<file path="config.mk">
export PLATFORM = sky130hd
export DESIGN_NAME = sorted_priority_queue_flat
export DESIGN_NICKNAME = d
export VERILOG_FILES = /design/src/rtl/spq_pkg.sv /design/src/rtl/spq_in_if.sv /design/src/rtl/spq_out_if.sv /design/src/rtl/spq_cell.sv /design/src/rtl/sorted_priority_queue.sv /design/src/flat_wrapper.sv
export VERILOG_INCLUDE_DIRS = /design/src /design/src/rtl
export SDC_FILE = /design/constraint.sdc
export NUM_CORES = 1
export LEC_CHECK = 0
export BUFFER_PORTS_ARGS = -buffer_cell sky130_fd_sc_hd__buf_2
export CORE_MARGIN = 10
export CORE_UTILIZATION = 60
export DETAILED_ROUTE_END_ITERATION = 8
export HOLD_SLACK_MARGIN = 0.08
export PLACE_DENSITY = 0.77
export SYNTH_ARGS = -nofsm -noshare
export SYNTH_HDL_FRONTEND = slang
export SYNTH_SLANG_ARGS = --single-unit
</file>
<file path="constraint.sdc">
create_clock -name clk -period 10.3 [get_ports clk]
set_clock_uncertainty 0.2 [all_clocks]
set_input_delay 1.545 -clock clk [delete_from_list [all_inputs] [get_ports clk]]
set_output_delay 1.545 -clock clk [all_outputs]
set_load 0.01 [all_outputs]
</file>
<file path="src/rtl/assert_macros.svh">
// Assertion macros shared by the RTL.
// No dependencies; include by bare file name where assertions are written.
`ifndef ASSERT_MACROS_SVH
`define ASSERT_MACROS_SVH

// Same-cycle implication, disabled while reset is asserted (active low).
`define SPQ_ASSERT_NOW(label, clk, rst_n, ante, cons) \
  label: assert property (@(posedge clk) disable iff (!rst_n) (ante) |-> (cons)) \
    else $error("assertion failed: same-cycle check");

// Next-cycle implication, disabled while reset is asserted (active low).
`define SPQ_ASSERT_NEXT(label, clk, rst_n, ante, cons) \
  label: assert property (@(posedge clk) disable iff (!rst_n) (ante) |=> (cons)) \
    else $error("assertion failed: next-cycle check");

`endif

</file>
<file path="src/rtl/spq_pkg.sv">
// Package for the sorted priority queue: sizes, codes and cell control type.
// No dependencies; imported by the interfaces, the cell and the top level.
package spq_pkg;

  localparam int CAPACITY = 16;
  localparam int PAY_W    = 16;
  localparam int KEY_W    = 10;
  localparam int OP_W     = 2;
  localparam int STAT_W   = 3;
  localparam int OCC_W    = 5;
  localparam int CNT_W    = $clog2(CAPACITY + 1);

  localparam logic [OP_W-1:0] OP_INSERT = 2'd0;
  localparam logic [OP_W-1:0] OP_POP    = 2'd1;
  localparam logic [OP_W-1:0] OP_CLEAR  = 2'd2;

  typedef enum logic [STAT_W-1:0] {
    ST_INSERTED  = 3'd0,
    ST_POPPED    = 3'd1,
    ST_POP_EMPTY = 3'd2,
    ST_DROP_FULL = 3'd3,
    ST_CLEARED   = 3'd4
  } status_t;

  typedef struct packed {
    logic ins;       // shift in the new word at the sorted position
    logic pop;       // shift everything one cell toward the head
    logic occupied;  // this cell holds a live entry
  } cell_ctrl_t;

endpackage

</file>
<file path="src/rtl/spq_in_if.sv">
// Input channel: valid/ready handshake carrying one operation word.
// Depends on spq_pkg for field widths.
interface spq_in_if import spq_pkg::*; ();
  logic             valid;
  logic             ready;
  logic [OP_W-1:0]  opcode;
  logic [KEY_W-1:0] key;
  logic [PAY_W-1:0] payload;

  modport source (output valid, opcode, key, payload, input ready);
  modport sink   (input valid, opcode, key, payload, output ready);
endinterface

</file>
<file path="src/rtl/spq_out_if.sv">
// Result channel: valid/ready handshake carrying one result word.
// Depends on spq_pkg for field widths.
interface spq_out_if import spq_pkg::*; ();
  logic              valid;
  logic              ready;
  logic [STAT_W-1:0] status;
  logic [KEY_W-1:0]  out_key;
  logic [PAY_W-1:0]  out_payload;
  logic [OCC_W-1:0]  occupancy;

  modport source (output valid, status, out_key, out_payload, occupancy, input ready);
  modport sink   (input valid, status, out_key, out_payload, occupancy, output ready);
endinterface

</file>
<file path="src/rtl/spq_cell.sv">
// One slot of the sorted chain: holds a key and payload, trades with neighbors.
// Depends on spq_pkg.
module spq_cell import spq_pkg::*; (
  input  logic             clk,
  input  cell_ctrl_t       ctrl,
  input  logic [KEY_W-1:0] new_key,
  input  logic [PAY_W-1:0] new_payload,
  input  logic             left_ge,
  input  logic [KEY_W-1:0] left_key,
  input  logic [PAY_W-1:0] left_payload,
  input  logic [KEY_W-1:0] right_key,
  input  logic [PAY_W-1:0] right_payload,
  output logic             ge,
  output logic [KEY_W-1:0] key,
  output logic [PAY_W-1:0] payload
);

  logic [KEY_W-1:0] key_r, key_nxt;
  logic [PAY_W-1:0] pay_r, pay_nxt;

  // Entry stays ahead of the new word when its key is greater or equal.
  assign ge = ctrl.occupied && (key_r >= new_key);

  always_comb begin
    key_nxt = key_r;
    pay_nxt = pay_r;
    if (ctrl.ins && !ge) begin
      if (left_ge) begin
        key_nxt = new_key;
        pay_nxt = new_payload;
      end else begin
        key_nxt = left_key;
        pay_nxt = left_payload;
      end
    end else if (ctrl.pop) begin
      key_nxt = right_key;
      pay_nxt = right_payload;
    end
  end

  always_ff @(posedge clk) begin
    key_r <= key_nxt;
    pay_r <= pay_nxt;
  end

  assign key     = key_r;
  assign payload = pay_r;

endmodule

</file>
<file path="src/rtl/sorted_priority_queue.sv">
// Sorted priority queue top level: chain of slot cells, fill count, result register.
// Depends on spq_pkg, spq_in_if, spq_out_if, spq_cell and assert_macros.svh.
//
// Holds up to CAPACITY (key, payload) entries in descending key order, head in
// cell 0. Each input word is an insert, a pop (opcode 3 acts as a pop) or a
// clear, and yields exactly one result word in the cycle after acceptance. An
// insert lands behind every entry with a greater or equal key, so equal keys
// leave first-in first-out; an insert into a full queue is dropped and flagged,
// and a pop of an empty queue is flagged with zero key and payload. Rate: one
// word per cycle while out_s.ready holds. Every cell compares its key against
// the new key in the same cycle and the whole row shifts at once, so the only
// sequential element on the word path is the single result register; the input
// stays ready while that register is empty or being drained. Slot contents are
// not cleared after reset or by a clear: the fill count alone marks live cells,
// so there is no clearing pass and the block is ready right out of reset.
`include "assert_macros.svh"

module sorted_priority_queue import spq_pkg::*; (
  input  logic      clk,
  input  logic      rst_n,
  spq_in_if.sink    in_s,
  spq_out_if.source out_s
);

  logic [CNT_W-1:0] count_r, count_nxt;
  logic             out_valid_r;
  status_t          status_r, status_nxt;
  logic [KEY_W-1:0] okey_r, okey_nxt;
  logic [PAY_W-1:0] opay_r, opay_nxt;
  logic [CNT_W-1:0] occ_r;

  logic in_acc, is_ins, is_clr, is_pop, full, empty;
  logic do_ins, do_pop;

  logic             cell_ge  [CAPACITY];
  logic [KEY_W-1:0] cell_key [CAPACITY];
  logic [PAY_W-1:0] cell_pay [CAPACITY];

  // Accept while the result register is empty or draining this cycle; hold
  // ready low during reset so no word is taken and lost.
  assign in_s.ready = rst_n && (!out_valid_r || out_s.ready);
  assign in_acc     = in_s.valid && in_s.ready;

  assign is_ins = (in_s.opcode == OP_INSERT);
  assign is_clr = (in_s.opcode == OP_CLEAR);
  assign is_pop = !is_ins && !is_clr;
  assign full   = (count_r == CNT_W'(CAPACITY));
  assign empty  = (count_r == '0);
  assign do_ins = in_acc && is_ins && !full;
  assign do_pop = in_acc && is_pop && !empty;

  // Row of cells; the head sees a "greater or equal" neighbor so that it
  // takes the new word whenever its own entry yields.
  for (genvar i = 0; i < CAPACITY; i++) begin : g_cell
    cell_ctrl_t       ctrl;
    logic             l_ge;
    logic [KEY_W-1:0] l_key, r_key;
    logic [PAY_W-1:0] l_pay, r_pay;

    assign ctrl.ins      = do_ins;
    assign ctrl.pop      = do_pop;
    assign ctrl.occupied = (CNT_W'(i) < count_r);

    if (i == 0) begin : g_head
      assign l_ge  = 1'b1;
      assign l_key = in_s.key;
      assign l_pay = in_s.payload;
    end else begin : g_mid
      assign l_ge  = cell_ge[i-1];
      assign l_key = cell_key[i-1];
      assign l_pay = cell_pay[i-1];
    end

    if (i == CAPACITY - 1) begin : g_tail
      assign r_key = cell_key[i];
      assign r_pay = cell_pay[i];
    end else begin : g_body
      assign r_key = cell_key[i+1];
      assign r_pay = cell_pay[i+1];
    end

    spq_cell u_cell (
      .clk           (clk),
      .ctrl          (ctrl),
      .new_key       (in_s.key),
      .new_payload   (in_s.payload),
      .left_ge       (l_ge),
      .left_key      (l_key),
      .left_payload  (l_pay),
      .right_key     (r_key),
      .right_payload (r_pay),
      .ge            (cell_ge[i]),
      .key           (cell_key[i]),
      .payload       (cell_pay[i])
    );
  end

  // Fill count and the result word for the accepted operation.
  always_comb begin
    count_nxt  = count_r;
    status_nxt = status_r;
    okey_nxt   = '0;
    opay_nxt   = '0;
    priority if (is_ins) begin
      if (full) begin
        status_nxt = ST_DROP_FULL;
      end else begin
        status_nxt = ST_INSERTED;
        count_nxt  = count_r + CNT_W'(1);
      end
    end else if (is_clr) begin
      status_nxt = ST_CLEARED;
      count_nxt  = '0;
    end else begin
      if (empty) begin
        status_nxt = ST_POP_EMPTY;
      end else begin
        status_nxt = ST_POPPED;
        okey_nxt   = cell_key[0];
        opay_nxt   = cell_pay[0];
        count_nxt  = count_r - CNT_W'(1);
      end
    end
  end

  always_ff @(posedge clk) begin
    if (!rst_n) begin
      count_r     <= '0;
      out_valid_r <= 1'b0;
    end else begin
      if (in_acc) begin
        count_r     <= count_nxt;
        out_valid_r <= 1'b1;
      end else if (out_s.ready) begin
        out_valid_r <= 1'b0;
      end
    end
  end

  // Result payload: load on accept, hold otherwise.
  always_ff @(posedge clk) begin
    if (in_acc) begin
      status_r <= status_nxt;
      okey_r   <= okey_nxt;
      opay_r   <= opay_nxt;
      occ_r    <= count_nxt;
    end
  end

  assign out_s.valid       = out_valid_r;
  assign out_s.status      = status_r;
  assign out_s.out_key     = okey_r;
  assign out_s.out_payload = opay_r;
  assign out_s.occupancy   = OCC_W'(occ_r);

  // Fill count never passes capacity.
  `SPQ_ASSERT_NOW(a_count_bound, clk, rst_n, 1'b1, count_r <= CNT_W'(CAPACITY))
  // A pop on a non-empty queue removes exactly one entry and reports it.
  `SPQ_ASSERT_NEXT(a_pop_count, clk, rst_n, do_pop, out_valid_r && status_r == ST_POPPED && count_r == $past(count_r) - CNT_W'(1))
  // A dropped insert leaves the fill count alone.
  `SPQ_ASSERT_NEXT(a_full_hold, clk, rst_n, in_acc && is_ins && full, count_r == $past(count_r) && status_r == ST_DROP_FULL)
  // Head and second cell stay in descending order while both are live.
  `SPQ_ASSERT_NOW(a_head_order, clk, rst_n, count_r >= CNT_W'(2), cell_key[0] >= cell_key[1])

endmodule
</file>
<file path="src/flat_wrapper.sv">
// flat-port wrapper written by rule: the top's interface ports become plain ports
module sorted_priority_queue_flat import spq_pkg::*;
  (clk, rst_n, in_s_valid, in_s_opcode, in_s_key, in_s_payload, in_s_ready, out_s_valid, out_s_status, out_s_out_key, out_s_out_payload, out_s_occupancy, out_s_ready);
  spq_in_if in_s_i ();
  spq_out_if out_s_i ();
  input  logic clk;
  input  logic rst_n;
  input wire logic [$bits(in_s_i.valid)-1:0] in_s_valid;
  input wire logic [$bits(in_s_i.opcode)-1:0] in_s_opcode;
  input wire logic [$bits(in_s_i.key)-1:0] in_s_key;
  input wire logic [$bits(in_s_i.payload)-1:0] in_s_payload;
  output wire logic [$bits(in_s_i.ready)-1:0] in_s_ready;
  output wire logic [$bits(out_s_i.valid)-1:0] out_s_valid;
  output wire logic [$bits(out_s_i.status)-1:0] out_s_status;
  output wire logic [$bits(out_s_i.out_key)-1:0] out_s_out_key;
  output wire logic [$bits(out_s_i.out_payload)-1:0] out_s_out_payload;
  output wire logic [$bits(out_s_i.occupancy)-1:0] out_s_occupancy;
  input wire logic [$bits(out_s_i.ready)-1:0] out_s_ready;
  assign in_s_i.valid = in_s_valid;
  assign in_s_i.opcode = in_s_opcode;
  assign in_s_i.key = in_s_key;
  assign in_s_i.payload = in_s_payload;
  assign in_s_ready = in_s_i.ready;
  assign out_s_valid = out_s_i.valid;
  assign out_s_status = out_s_i.status;
  assign out_s_out_key = out_s_i.out_key;
  assign out_s_out_payload = out_s_i.out_payload;
  assign out_s_occupancy = out_s_i.occupancy;
  assign out_s_i.ready = out_s_ready;
  sorted_priority_queue u_core (.clk(clk), .rst_n(rst_n), .in_s(in_s_i), .out_s(out_s_i));
endmodule
</file>
==> flow_metrics.env, run 1 <==
export IMPL_wl_um=70580
export IMPL_synthToLayoutAreaGrowth_pct=6.757
export IMPL_cellPowerDensity_nw_per_um2=145.0
export IMPL_r2r_end="u_core.g_cell[0].u_cell.payload[11]"
export IMPL_worst_pin_slew_ns=1.401
export IMPL_synthArstFlopShare_pct=0
export IMPL_synth_common_cells="edfxtp_1, a21oi_1, mux2_2, ha_1, mux2i_1"
export IMPL_cts_tree="built"
export IMPL_port_buffers=67
export IMPL_p_leak_nw=11.99
export IMPL_hold_viol_final=0
export IMPL_setup_tns_ns=0
export IMPL_grt_usage_pct=24.41
export IMPL_diodes=0
export IMPL_critPathLaunchType="primary input"
export IMPL_cts_root_buf="clkbuf_16"
export IMPL_dieArea_um2=57050
export IMPL_min_period_ns=5.521
export IMPL_nets=2598
export IMPL_synth_edff_count=450
export IMPL_worstPathArrival_ns=5.54
export IMPL_path_depth=9
export IMPL_synth_area_leaders="edfxtp_1, mux2_2, ha_1"
export IMPL_synth_warnings=0
export IMPL_clock_fmax_mhz=181.1
export IMPL_grt_antenna_before_repair=0
export IMPL_cts_buffer_depth=3
export IMPL_crit_buf_inv=3
export IMPL_rr_startpoint="u_core.count_r[1]"
export IMPL_synth_largest_area_cell="edfxtp_1"
export IMPL_syn_avg_cell_area_um2=11.83
export IMPL_drive_gt1_share_pct=20.70
export IMPL_r2r_setup_slack_ns=5.18
export IMPL_cts_buffers_inserted=49
export IMPL_syn_area_um2=28740
export IMPL_whs_path_depth=1
export IMPL_ys_seq_area_share_pct=47.44
export IMPL_hpwl_um=49720
export IMPL_clk_latency_ns=0.62
export IMPL_synthCells=2430
export IMPL_cpPeakStageDelay_ns=0.96
export IMPL_clock_sinks=456
export IMPL_holdPathEnd="u_core.g_cell[14].u_cell.payload[13]"
export IMPL_grt_pass1_vias=20070
export IMPL_first_pass_iters=5
export IMPL_syn_num_nets=2625
export IMPL_rsz0062_at_grt="no"
export IMPL_yosys_cell_count_top_type="edfxtp_1"
export IMPL_grt_pass1_wl_um=112500
export IMPL_whs_ns=0.3475
export IMPL_crit_chain="buf_2, buf_4, inv_1, ha_1, a21oi_1, o21ai_0, o21bai_4, nand2_4, nand2_1"
export IMPL_gp_congestion=0.9050
export IMPL_die_w_um=238.9
export IMPL_ys_flop_type="edfxtp_1"
export IMPL_crit_fanout=27
export IMPL_slowest_stage="nand2_1"
export IMPL_finalCritPeriodShare_pct=53.60
export IMPL_antenna_left=0
export IMPL_drc=0
export IMPL_start_util_pct=60.44
export IMPL_finalWorstSetupSlack_ns=4.779
export IMPL_grt_ovfl_total=0
export IMPL_post_cts_resized=0
export IMPL_ir_drop_mv=0.1709
export IMPL_slew_headroom_pct=5.957
export IMPL_finalSetupViolCount=0
export IMPL_htree_levels=2
export IMPL_critPathRequiredTime_ns=10.32
export IMPL_die_h_um=238.9
export IMPL_core_um2=47550
export IMPL_hold_path_class="register to register"
export IMPL_worstSetupPathType="primary input to register"
export IMPL_clkTransAtPathRegs_ns=0.06
export IMPL_status="complete, no violations"
export IMPL_dr_first_iter_drc_count=2245
export IMPL_path_delay_family="simple AND/OR/NAND/NOR gates"
export IMPL_rows=80
export IMPL_ys_seq_elements=456
export IMPL_drv_slew=0
export IMPL_yosysTopAreaCellShare_pct=47.02
export IMPL_rr_worst_depth=9
export IMPL_post_cts_buffers=0
export IMPL_io_pins=68
export IMPL_ys_types=83
export IMPL_hold_buffers=0
export IMPL_critPathCaptureType="register"
export IMPL_detail_route_wl_per_cell_um=23.07
export IMPL_grt_start_max_net_pins=55
export IMPL_routed_via_count=20260
export IMPL_timing_max_cap_violations=0
export IMPL_min_from="u_core.g_cell[15].u_cell.payload[13]"
export IMPL_viasPerCell=6.624
export IMPL_place_ws_ns=4.191
flip-flops by register name (all words and copies together), names as in the netlist:
register / cells
u_core.count_r: 5
u_core.g_cell.u_cell.key: 160
u_core.g_cell.u_cell.payload: 256
u_core.out_s.occupancy: 5
u_core.out_s.out_key: 10
u_core.out_s.out_payload: 16
u_core.out_s.status: 3
u_core.out_s.valid: 1
metrics by stage:
step | area [um^2] | util (%) | total power, mW | std cells
4_1_cts | 30670 | 64.50 | 4.467 | 3058
3_5_place_dp | 29170 | 61.34 | 2.789 | 2966
3_3_place_gp | 29170 | 61.34 | 2.765 | 2966
5_1_grt | 30680 | 64.53 | 4.606 | 3059
2_1_floorplan | 28740 | - | 2.625 | 2430
6_report | 30680 | 64.53 | 4.448 | 3059
cells by family after synthesis:
group | Yosys count | synth area share (%)
AO/OA/AOI/OAI | 724 | 16.51
flip-flops | 456 | 47.44
AND/OR/NAND/NOR | 433 | 7.915
multiplexers | 417 | 16.53
buffers and inverters | 237 | 4.506
adder cells (fa/ha/maj) | 163 | 7.097
worst reg2reg max path, delay by kind of cell (launching register included):
kind | cells | cell delay [ns]
simple gates | 4 | 1.87
flops | 1 | 0.85
buf+inv | 3 | 1.35
compound gates | 1 | 0.13
fa+ha+maj | 1 | 0.33
area by class of cell:
cell class / instances / area [um^2]
Clock buffer: 57 / 1266
Clock inverter: 35 / 234.0
Fill cell: 3592 / 16860
Inverter: 35 / 132.6
Multi-Input combinational cell: 1737 / 13870
Sequential cell: 456 / 13630
Tap cell: 615 / 769.5
Timing Repair Buffer: 124 / 770.7
cells in the final DEF (no fill, tap or decap), drive strengths merged, types with 26 or more instances in the layout:
cell type / netlist / final
nand3: 96 / 96
and3: 53 / 53
o21ai: 141 / 141
edfxtp: 450 / 450
nand4: 26 / 26
a21boi: 26 / 26
a21o: 27 / 27
buf: 107 / 124
ha: 163 / 163
clkinv: 1 / 28
o31a: 27 / 27
nand2b: 52 / 52
nor2: 79 / 79
nand2: 72 / 72
a221oi: 27 / 27
and2: 31 / 31
a31oi: 74 / 74
o211ai: 53 / 53
mux2: 275 / 275
a21oi: 267 / 267
inv: 34 / 37
clkbuf: 95 / 57
mux2i: 142 / 142
layer usage:
metal  share of wire (%)  up-vias  track usage [%]
met5                   0        -                0
met4                 2.1        0            7.146
met3                 7.6      118            4.311
met2                  47      862            39.50
met1                  43     9881            33.02
li1                    -     9401                -
how the worst max path moves through the flow:
stage                                                      to   startpoint
after detailed placement   u_core.g_cell[0].u_cell.payload[5]  in_s_key[7]
after global routing      u_core.g_cell[0].u_cell.payload[11]  in_s_key[9]
after floorplan               u_core.g_cell[13].u_cell.key[0]  in_s_key[7]
after CTS                 u_core.g_cell[0].u_cell.payload[12]  in_s_key[7]
final                     u_core.g_cell[0].u_cell.payload[11]  in_s_key[7]
after global placement     u_core.g_cell[0].u_cell.payload[5]  in_s_key[9]
report_power, final:
group          internal, mW  switching [mW]  total [mW]
logic                 0.216           0.364       0.580
clock network         0.931           0.755        1.69
registers              2.13          0.0532        2.18
Power figures use the tool's default switching activity.
==> run 2: changes to the inputs <==
Settings changed: CORE_UTILIZATION 60 to 58, PLACE_DENSITY 0.77 to 0.78.
Clock period 10.3 ns to 4.55 ns, I/O delays scaled along.
==> flow_metrics.env, run 2 (synthesis results as in run 1) <==
export IMPL_synthToLayoutAreaGrowth_pct=8.385
export IMPL_grt_usage_pct=22.31
export IMPL_rsz0062_at_grt="no"
export IMPL_die_h_um=242.6
export IMPL_p_switching_mw=2.656
export IMPL_largest_reg_flops=256
export IMPL_dr_first_iter_drc_count=2463
export IMPL_critPathRequiredTime_ns=4.71
export IMPL_hold_viol_final=0
export IMPL_grt_pass1_vias=20140
export IMPL_seqCellArea_um2=13630
export IMPL_htree_levels=2
export IMPL_min_period_ns=3.610
export IMPL_whs_path_depth=3
export IMPL_wl_um=67930
export IMPL_timing_max_cap_violations=0
export IMPL_power_frac_seq_pct=48.1
export IMPL_critPathLaunchType="primary input"
export IMPL_grt_ovfl_total=0
export IMPL_fillCellCount=3772
export IMPL_gp_congestion=0.8696
export IMPL_status="complete, no violations"
export IMPL_port_buffers=67
export IMPL_detail_route_wl_per_cell_um=21.63
export IMPL_cellPowerDensity_nw_per_um2=328.4
export IMPL_layout_common_cells="edfxtp_1, a21oi_1, mux2_2, ha_1, mux2i_1"
export IMPL_slew_headroom_pct=19.54
export IMPL_drv_slew=0
export IMPL_rows=81
export IMPL_fin_area_um2=31150
export IMPL_grt_start_max_net_pins=57
export IMPL_p_leak_nw=12.22
export IMPL_clock_sinks=456
export IMPL_routed_via_count=20340
export IMPL_hpwl_um=49620
export IMPL_worst_pin_slew_ns=1.199
export IMPL_power_internal_mw=7.574
export IMPL_drive_gt1_share_pct=21.86
export IMPL_first_pass_iters=6
export IMPL_comb_power_share_pct=13.0
export IMPL_nets=2634
export IMPL_finalCritPeriodShare_pct=79.33
export IMPL_worstPathArrival_ns=3.77
export IMPL_core_um2=48950
export IMPL_r2r_end="u_core.g_cell[10].u_cell.payload[5]"
export IMPL_hold_path_class="primary input to register"
export IMPL_cts_root_buf="clkbuf_16"
export IMPL_hold_buffers=0
export IMPL_drc=0
export IMPL_whs_ns=0.1369
export IMPL_cts_buffer_depth=3
export IMPL_clk_latency_ns=0.62
export IMPL_grt_antenna_before_repair=1
export IMPL_ir_drop_mv=0.2747
export IMPL_rr_worst_depth=5
export IMPL_clkTransAtPathRegs_ns=0.06
export IMPL_clock_fmax_mhz=277.0
export IMPL_crit_fanout=32
export IMPL_grt_pass1_wl_um=109800
export IMPL_start_util_pct=58.71
export IMPL_layout_commonest_cell="edfxtp_1"
export IMPL_die_w_um=242.6
export IMPL_viasPerCell=6.477
export IMPL_post_cts_resized=0
export IMPL_critPathCaptureType="register"
export IMPL_rr_startpoint="u_core.count_r[3]"
export IMPL_min_from="in_s_valid"
export IMPL_post_cts_buffers=0
export IMPL_dpl_cell_area_um2=29590
export IMPL_io_pins=68
export IMPL_cts_buffers_inserted=50
export IMPL_antenna_left=0
export IMPL_multi_input_area_um2=13880
export IMPL_finalSetupViolCount=0
export IMPL_dieArea_um2=58850
export IMPL_r2r_setup_slack_ns=1.21
export IMPL_cts_tree="built"
export IMPL_power_frac_clock_pct=38.8
export IMPL_swShare_pct=25.96
export IMPL_worstSetupPathType="primary input to register"
export IMPL_setup_tns_ns=0
export IMPL_holdPathEnd="u_core.out_s.valid"
## run 2: cell count changes in the layout (fill, tap and decap cells not counted), sizes merged, moves of 2 or more
cell | previous run | this run
clkinv | 28 | 22
clkbuf | 57 | 61
bufinv | 2 | 4
buf | 124 | 159
clkinvlp | 3 | 0
## run 2: final cells by class
cell class | instances | share of cell area [%]
Antenna cell | 1 | 0.008034
Clock buffer | 61 | 4.149
Clock inverter | 27 | 0.8556
Inverter | 35 | 0.4258
Multi-Input combinational cell | 1737 | 44.55
Sequential cell | 456 | 43.77
Tap cell | 664 | 2.667
Timing Repair Buffer | 159 | 3.575
## run 2: power groups by stage
stage	clock network [mW]	registers (mW)	logic, mW
global route	4.19	4.94	1.46
finish	3.97	4.93	1.33
global placement	0	5.00	1.26
CTS	4.02	4.92	1.32
detailed placement	0	5.01	1.31
floorplan	0	4.97	0.970
## run 2: worst max-delay path, stage by stage
cell and delay (ns):
buf_2 0.33, inv_1 0.47, ha_1 0.39, a211oi_1 0.25
o21ai_1 0.18, o211ai_4 0.54, buf_12 0.28, mux2_1 0.35
mux2_2 0.28
## run 2: how the worst max path moves through the flow
| stage | slack, ns | cells after the start | startpoint | end |
|---|---|---|---|---|
| 2_1_floorplan | 0.45 | 9 | in_s_key[7] | u_core.g_cell[13].u_cell.key[0] |
| 3_3_place_gp | 0.48 | 9 | in_s_key[2] | u_core.g_cell[13].u_cell.payload[0] |
| 3_5_place_dp | 0.34 | 9 | in_s_key[2] | u_core.g_cell[13].u_cell.payload[9] |
| 4_1_cts | 1.01 | 10 | in_s_key[9] | u_core.g_cell[4].u_cell.key[8] |
| 5_1_grt | 0.79 | 9 | in_s_key[9] | u_core.g_cell[10].u_cell.payload[5] |
| 6_report | 0.94 | 9 | in_s_key[2] | u_core.g_cell[13].u_cell.payload[9] |
## run 2: layer usage
layer / vias to the layer above / wire, um / global-route usage, %
met5: - / 0 / 0
met4: 0 / 1494 / 6.616
met3: 110 / 4731 / 2.954
met2: 852 / 31920 / 36.92
met1: 9898 / 29790 / 30.14
li1: 9479 / - / -
## run 2: through the flow
stage	total power, mW	utilization [%]	setup slack (ns)	cells
4_1_cts	10.26	63.63	1.008	3139
3_3_place_gp	6.260	60.44	0.4833	3051
2_1_floorplan	5.941	-	0.4460	2430
6_report	10.23	63.63	0.9404	3140
3_5_place_dp	6.320	60.44	0.3381	3051
5_1_grt	10.59	63.63	0.7935	3140
